### src/rtl/core/ict_pkg.sv
// ict_pkg: shared types and codes for the interval coverage tracker.
// Used by ict_cell and interval_coverage_tracker; no dependencies.
`timescale 1ns / 1ps
package ict_pkg;

  typedef enum logic [2:0] {
    STAT_OK       = 3'd0,
    STAT_BEFORE   = 3'd1,
    STAT_TOO_LONG = 3'd2,
    STAT_BEYOND   = 3'd3,
    STAT_OVERLAP  = 3'd4,
    STAT_FULL     = 3'd5
  } stat_t;

  typedef enum logic [1:0] {
    ST_IDLE,
    ST_CMP,
    ST_UPD,
    ST_OUT
  } state_t;

  localparam logic KIND_CLEAR = 1'b0;

  localparam logic [1:0] REG_PAYLOAD_UNITS   = 2'd0;
  localparam logic [1:0] REG_MAX_CHUNK_UNITS = 2'd1;

  localparam logic [16:0] PAYLOAD_RESET   = 17'd65536;
  localparam logic [15:0] MAX_CHUNK_RESET = 16'hFFFF;

  // chunk bounds broadcast to every cell
  typedef struct packed {
    logic [15:0] b;
    logic [16:0] e;
  } bcast_t;

  // action applied to every cell of the chain together
  typedef struct packed {
    logic cmp;
    logic ins;
    logic bridge;
    logic ext_s;
    logic ext_e;
  } cmd_t;

  // neighbor tests, driven only by the cell that holds the last start <= e
  typedef struct packed {
    logic after;
    logic s_eq;
    logic p_gt;
    logic p_eq;
    logic e_eq;
  } flags_t;

endpackage

### src/rtl/core/ict_cell.sv
// ict_cell: one entry of the sorted interval chain with its local compares.
// Depends on ict_pkg.
`timescale 1ns / 1ps
module ict_cell #(
  parameter bit FIRST = 1'b0
) (
  input  logic            clk,
  input  ict_pkg::bcast_t bc,
  input  ict_pkg::cmd_t   cmd,
  input  logic            occ,
  input  logic            le_prev,
  input  logic            le_next,
  input  logic            here_next,
  input  logic [15:0]     prv_start,
  input  logic [16:0]     prv_end,
  input  logic [15:0]     nxt_start,
  input  logic [16:0]     nxt_end,
  output logic [15:0]     ival_s,
  output logic [16:0]     ival_e,
  output logic            le,
  output logic            here,
  output ict_pkg::flags_t flg
);

  assign here = le && !le_next;

  always_comb begin
    flg       = '0;
    flg.after = here && (ival_e < {1'b0, bc.b});
    flg.s_eq  = here && ({1'b0, ival_s} == bc.e);
    flg.p_gt  = here && !FIRST && (prv_end > {1'b0, bc.b});
    flg.p_eq  = here && !FIRST && (prv_end == {1'b0, bc.b});
    flg.e_eq  = here && (ival_e == {1'b0, bc.b});
  end

  always_ff @(posedge clk) begin
    if (cmd.cmp) begin
      le <= occ && ({1'b0, ival_s} <= bc.e);
    end
    if (cmd.ins) begin
      if (!le && le_prev) begin
        ival_s <= bc.b;
        ival_e <= bc.e;
      end else if (!le_prev) begin
        ival_s <= prv_start;
        ival_e <= prv_end;
      end
    end
    if (cmd.bridge) begin
      if (!le_next) begin
        ival_s <= nxt_start;
        ival_e <= nxt_end;
      end else if (here_next) begin
        ival_e <= nxt_end;
      end
    end
    if (cmd.ext_s && here) begin
      ival_s <= bc.b;
    end
    if (cmd.ext_e && here) begin
      ival_e <= bc.e;
    end
  end

endmodule
### config.mk
export PLATFORM = sky130hd
export DESIGN_NAME = ict_cell
export DESIGN_NICKNAME = d
export VERILOG_FILES = /design/src/rtl/core/ict_pkg.sv /design/src/rtl/core/ict_cell.sv
export SDC_FILE = /design/constraint.sdc
export NUM_CORES = 1
export LEC_CHECK = 0
export BUFFER_PORTS_ARGS = -buffer_cell sky130_fd_sc_hd__buf_2
export CAP_MARGIN = 20
export CORE_MARGIN = 4
export CORE_UTILIZATION = 35
export CTS_CLUSTER_DIAMETER = 100
export DETAILED_ROUTE_END_ITERATION = 8
export SYNTH_ARGS = -nofsm -noshare
export SYNTH_HDL_FRONTEND = slang
export SYNTH_SLANG_ARGS = --single-unit
export TNS_END_PERCENT = 10
### constraint.sdc
create_clock -name clk -period 3.8 [get_ports clk]
set_input_delay 0.76 -clock clk [delete_from_list [all_inputs] [get_ports clk]]
set_output_delay 0.76 -clock clk [all_outputs]
set_load 0.01 [all_outputs]
==> results by group, run 1 <==
Outcome
  • Status: complete, no violations

Timing
  • Clk_skew: about 0.0036 ns
  • Unrepaired setup endpoints after global routing: no
  • Fin. Hold Viols: 0
  • Final setup violation count: 0
  • Worst Tran Pin Value: approximately 1.0 ns
  • Maximum clock rate: ~0.30 GHz
  • Fin. max-slew vios: 0
  • Setup TNS: 0 ns
  • Post-layout min period: 3.39 ns
  • Max transition margin: between 30% and 40%
  • Crit share post-route: between 80% and 90%

Pwr
  • Leak: 0.00229 uW
  • Pwr/cell area: 312 mW/mm2
  • Tot Pwr: between 1000 and 1500 uW
  • Worst vdd ir: about 0.00013 V

Layout
  • Area Growth Syn to Fin: 26.7%
  • Ant. Diodes: 0
  • Nets: 750
  • Filler cells: between 1000 and 1500
  • Layout cell share with drive strength beyond 1: about 29%
  • Finished Layout Cells: slightly above 700

Logic synthesis
  • #FFs+latches synth: 34
  • Post-synthesis sequential area ratio: around a fifth
  • Post-synth top cells: a21oi_1, ha_1, nor2_1
  • Post-Syn Area: roughly 0.0035 mm2
  • YS warnings: 0
  • Async S/R FF share, synth: 0%
  • Instance count of the mapped netlist: ~460
  • EDFF count, synth: 1
  • Main synth FF type: dfxtp_1
  • Synth area leader: dfxtp_1
  • Synth Area per Inst: around 7.6 um2
  • Top-count cell post-synth: a21oi_1
  • Syn Nets: between 600 and 700
  • Number of unique standard cell types used by synthesis: 40
  • Area fraction of the dominant cell type after synthesis: between 10% and 20%
  • Synth top area cells: dfxtp_1, ha_1, a21oi_1, mux2i_1, or3b_1

Global routing
  • Initial antenna violation count: 2
  • Pin count of the biggest net entering global routing: between 60 and 70
  • Global route overflow: 0
  • Vias in the first global route: 3888
  • GRT Util Overall: between 20 and 25%
  • First-pass GRT wire length: about 20000 um

Die
  • Starting Density: a little over a third
  • Die height: roughly 110 um
  • Die area: 0.0117 mm2
  • Die width: 108 um
  • I/O pin count: between 100 and 150
  • CORE AREA: approximately 0.01 mm2
  • Row count: 36

Placement
  • DP HPWL: 10000 um
  • Port Buffer Count: 148
  • DP Cell Count: a little over 700
  • Routability cong.: around 0.90

Worst setup path
  • R2R setup slack: approximately 1.9 ns
  • Crit Path Max Fanout: 3
  • Element type at the critical path start: input port
  • Setup crit end kind: output port
  • Req. time, crit path: 3.04 ns
  • Path depth of the worst reg2reg path: 6
  • Worst reg2reg path startpoint: ival_s[12]
  • Critical Setup Path Class: in2out
  • RR Endpoint: le
  • Critical Path AT: around 2.6 ns

Routing
  • Final wirelength: between 10000 and 15000 um
  • Post-route ant nets: 0
  • DRC errors left: 0
  • DR vias/cell: about 5.4
  • DRT Pass-1 Iters: 5
  • Initial drt markers: between 150 and 200
  • Via Count: about 3900
  • Drt wl/cell: approximately 18 um

Min path
  • Hold path cells: 1
  • Min-Delay Endpoint: le
  • Hold wc startpoint: cmd[4]
  • Hold Crit Class: in2reg

CTS
  • Num CTS Buffers: 5
  • Clock network latency to the later pin of the worst-skew pair: roughly 0.29 ns
  • H-Tree Level Count: 2
  • Clk pin slew, worst setup/hold paths: approximately 0.08 ns
  • Cts repair resizes: 0
  • Post-CTS Setup Inserts: 0
  • CTS Root Cell: clkbuf_8
  • Clock Tree Buf Depth: 2
  • Quantity of hold-fixing buffers added after cts: 0
  • CTS tree: yes
  • Clock sink count: 34

Job
  • Number of max-cap violations: 0
[final cells by class]
cell class	instances	area (um2)	share of cell area, %
clock buffers	6	72.6	1.64
clock inverters	2	10.0	0.226
inverters	40	151	3.42
well taps	133	166	3.76
repair buffers	154	806	18.2
flip-flops and latches	34	691	15.6
multi-input cells	358	2530	57.2
[power breakdown]
group          switching, uW  leakage [uW]  internal [uW]  total (uW)
clock network            151     0.0000450            128         279
logic                    329       0.00195            280         609
registers               71.1      0.000288            421         492
total                    552       0.00229            828        1380
[how the worst max path moves through the flow]
stage            from      to  slack [ns]  cells after the start
2_1_floorplan  bc[32]  flg[1]        0.86                      7
3_3_place_gp   bc[31]  flg[2]        0.48                      9
3_5_place_dp   bc[31]  flg[2]        0.42                      9
4_1_cts        bc[31]  flg[2]        0.41                      9
5_1_grt        bc[31]  flg[1]        0.32                      9
6_report       bc[31]  flg[2]        0.41                      9
[metrics by stage]
step                      cell area (um2)  setup slack (ns)  util, %  hold WS (ns)
after floorplan                      3500             0.856        -         0.719
after CTS                            4400             0.408     45.2         0.656
after detailed placement             4320             0.420     44.4         0.744
final                                4430             0.414     45.5         0.665
after global routing                 4430             0.323     45.5         0.661
after global placement               4320             0.482     44.4         0.724
[sequential cells by signal (all words and copies together) (netlist names)]
| name | count |
|---|---|
| le | 1 |
| ival_s | 16 |
| ival_e | 17 |
[cells by family after synthesis]
logic type / after synthesis / share of synthesized area [%]
compound gates: 169 / 27.0
buf+inv: 69 / 7.95
flops: 34 / 19.8
fa+ha+maj: 48 / 17.2
simple gates: 108 / 18.7
mux: 33 / 9.45
[layer usage]
metal | vias to the layer above | wire length, um | part of all wire (%) | track usage (%)
met4 | 4 | 267 | 2.0 | 6.04
met1 | 1791 | 5760 | 44 | 28.6
li1 | 1969 | - | - | -
met2 | 147 | 6200 | 47 | 38.1
met3 | 19 | 880 | 6.7 | 4.72
met5 | - | 26 | 0.20 | 0
[placed cells by master, fill, tap and decap left out, types with 2 or more instances in the layout]
master	n
nand2_1	13
dfxtp_1	33
mux2i_1	33
nand3_1	3
nor2b_1	2
a211oi_1	6
buf_2	148
and4_1	4
a21o_1	4
o22ai_1	35
a21oi_1	79
o21ai_0	7
or3b_1	30
nand2b_1	3
ha_1	48
o21bai_1	2
clkbuf_8	5
buf_4	5
nor2_1	39
inv_2	3
nand4_1	5
inv_1	36
clkinv_2	2
o21ai_1	29
[critical path, stage by stage]
cell and delay, ns:
buf_2 0.11, inv_1 0.07, ha_1 0.31, nand3_2 0.09, nor3b_2 0.19, nand4_1 0.23
or4_4 0.57, o311a_1 0.14, buf_2 0.14
(Power assumes the default switching activity.)
==> run 2, diff against run 1 <==
CTS_BUF_LIST = sky130_fd_sc_hd__clkbuf_16   (was not set)
==> run 2 against run 1 <==
Critical endpoint unchanged. Clock power is 45% higher. Cell count did not move. Worst hold slack improved by 0.0067 ns. Final area is 1.3% higher. Routed wire length fell by 0.30%. Die area did not move. Power up 9.1%. Critical path depth did not move. Register-to-register slack about the same. Largest cell class unchanged. Via count about the same. First-iteration DRC count increased by 17%.
==> results by group, run 2 (same netlist as run 1, synthesis figures left out) <==
Layout
  • Filler cells: 1035 (-0.48%)
  • Layout cell share with drive strength beyond 1: 28.6% (unchanged)
  • Largest register FFs: 17 (unchanged)
  • Reg with most FFs: ival_e
  • Ant. Diodes: 0 (unchanged)
  • Nets: 750 (unchanged)
  • Most common cell after layout, fill and taps aside: buf_2
  • Largest regs: ival_e x17, ival_s x16, le x1
  • Most frequent cells in the layout: buf_2, a21oi_1, ha_1, nor2_1, inv_1
  • Non-Filler Cell Area, Final: 0.00448 mm2 (+1.3%)
  • Area Growth Syn to Fin: 28.3%

Pwr
  • Cell-internal power: 940 uW (+13%)
  • Reg power frac: 32.7% (-3.0 points)
  • Worst vdd ir: 0.000158 V (+18%)
  • Leak: 0.00232 uW (+1.3%)
  • Pwr/cell area: 336 mW/mm2 (+7.7%)
  • Comb power frac: 40.4% (-3.8 points)
  • Net Switching: 566 uW (+2.5%)
  • Net Sw Frac: 37.6% (-2.4 points)
  • Tot Pwr: 1510 uW (+9.1%)
  • Clock power frac: 26.9% (+6.7 points)

Routing
  • DRC errors left: 0 (unchanged)
  • Detail Route met2 WL: 6150 um (-0.71%)
  • Drt wl/cell: 18.0 um (-0.30%)
  • Initial drt markers: 182 (+17%)
  • DR WL met3: 1050 um (+19%)
  • Final wirelength: 13100 um (-0.30%)
  • Highest Signal Layer: met5
  • Via Count: 3929 (-0.025%)
  • DRT Pass-1 Iters: 5 (unchanged)
  • DRT met1 WL: 5610 um (-2.6%)
  • DR vias/cell: 5.40 (about the same)
  • Post-route ant nets: 0 (unchanged)

CTS
  • Clk pin slew, worst setup/hold paths: 0.06 ns (-0.02 ns)
  • Num CTS Buffers: 5 (unchanged)
  • Clock sink count: 34 (unchanged)
  • Quantity of hold-fixing buffers added after cts: 0 (unchanged)
  • CTS Root Cell: clkbuf_16
  • Post-CTS Setup Inserts: 0 (unchanged)
  • Clock network latency to the later pin of the worst-skew pair: 0.28 ns (about the same)
  • CTS tree: yes
  • H-Tree Level Count: 2 (unchanged)
  • Cts repair resizes: 0 (unchanged)
  • Clock Tree Buf Depth: 2 (unchanged)

Placement
  • Routability cong.: 0.896 (unchanged)
  • Pre-CTS WS: 0.420 ns (unchanged)
  • Area post-placement: 0.00432 mm2 (unchanged)
  • Port Buffer Count: 148 (unchanged)
  • DP HPWL: 10000 um (unchanged)

Worst setup path
  • CP max stage delay: 0.57 ns (about the same)
  • Slowest CP cell: or4_4
  • Req. time, crit path: 3.04 ns (about the same)
  • Crit Path Max Fanout: 3 (unchanged)
  • Setup crit end kind: output port
  • Crit. Startpoint: bc[31]
  • Worst reg2reg path startpoint: ival_s[10]
  • Crit path buf inv count: 3 (unchanged)
  • Element type at the critical path start: input port
  • Crit path max-delay family: simple AND/OR/NAND/NOR gates
  • Critical Setup Path Class: in2out
  • Worst path most repeated cell: buf_2
  • Critical Path AT: 2.62 ns (about the same)
  • Crit path cell chain: buf_2, inv_1, ha_1, nand3_2, nor3b_2, nand4_1, or4_4, o311a_1, buf_2

Timing
  • Worst Tran Pin Value: 1.01 ns (-0.0120 ns)
  • Maximum clock rate: 0.296 GHz (+0.30%)
  • Setup TNS: 0 ns (unchanged)
  • Post-layout min period: 3.38 ns (-0.0100 ns)
  • Clk_skew: 0.00455 ns (+0.000913 ns)
  • Crit share post-route: 88.9% (-0.26 points)
  • Max transition margin: 32.4% (+0.80 points)
  • Final WS setup: 0.424 ns (+0.0100 ns)
  • Fin. max-slew vios: 0 (unchanged)
  • Fin. Hold Viols: 0 (unchanged)
  • Unrepaired setup endpoints after global routing: no
  • Final setup violation count: 0 (unchanged)

Global routing
  • Global route overflow: 0 (unchanged)
  • Initial antenna violation count: 2 (unchanged)
  • GRT Util Overall: 22.6% (+0.24 points)
  • Pin count of the biggest net entering global routing: 65 (unchanged)
  • Vias in the first global route: 3873 (-0.39%)
  • First-pass GRT wire length: 20600 um (+0.54%)

Die
  • CORE AREA: 0.00973 mm2 (unchanged)
  • Die width: 108 um (unchanged)
  • Row count: 36 (unchanged)
  • Starting Density: 35.9% (unchanged)
  • Die height: 108 um (unchanged)
  • Die area: 0.0117 mm2 (unchanged)
  • I/O pin count: 149 (unchanged)

Job
  • Number of max-cap violations: 0 (unchanged)

Min path
  • Hold wc startpoint: cmd[4]
  • Hold Crit Class: in2reg

Outcome
  • Status: complete, no violations
-- run 2: stage by stage --
step,hold slack [ns],cells,utilization [%]
6_report,0.672,727,46.1
5_1_grt,0.675,727,46.1
4_1_cts,0.669,726,45.8
3_5_place_dp,0.744,718,44.4
3_3_place_gp,0.724,718,44.4
2_1_floorplan,0.719,461,-
-- run 2: metal layers --
| layer | vias up | global-route usage [%] |
|---|---|---|
| met3 | 20 | 4.72 |
| li1 | 1974 | - |
| met2 | 173 | 38.4 |
| met5 | - | 0 |
| met4 | 4 | 5.95 |
| met1 | 1758 | 29.0 |
-- run 2: layout make-up --
type,count,area (um2),share of cell area (%)
clock buffers,5,125,2.79
repair buffers,154,806,18.0
inverters,40,151,3.38
flip-flops and latches,34,691,15.4
multi-input cells,358,2530,56.4
clock inverters,3,13.8,0.307
well taps,133,166,3.71
-- run 2: worst paths after layout --
| check | to | slack, ns | cells past startpoint |
|---|---|---|---|
| max | flg[2] | 0.42 | 9 |
| min | le | 0.67 | 1 |
| max reg2reg | le | 1.88 | 6 |
| min reg2reg | ival_s[0] | 0.74 | 4 |
-- run 2: worst register-to-register path, cell delays in order, from the launching register on --
cell and delay, ns:
dfxtp_1 0.34, ha_1 0.31, nand4_1 0.17, and4bb_1 0.34
nand2_1 0.10, nor4b_1 0.15, a211oi_1 0.31
-- run 2: power groups by stage --
stage | logic (uW) | registers [uW] | clock network (uW)
4_1_cts | 609 | 492 | 416
2_1_floorplan | 349 | 513 | 0
5_1_grt | 691 | 501 | 429
3_5_place_dp | 605 | 499 | 0
6_report | 609 | 492 | 404
3_3_place_gp | 591 | 497 | 0
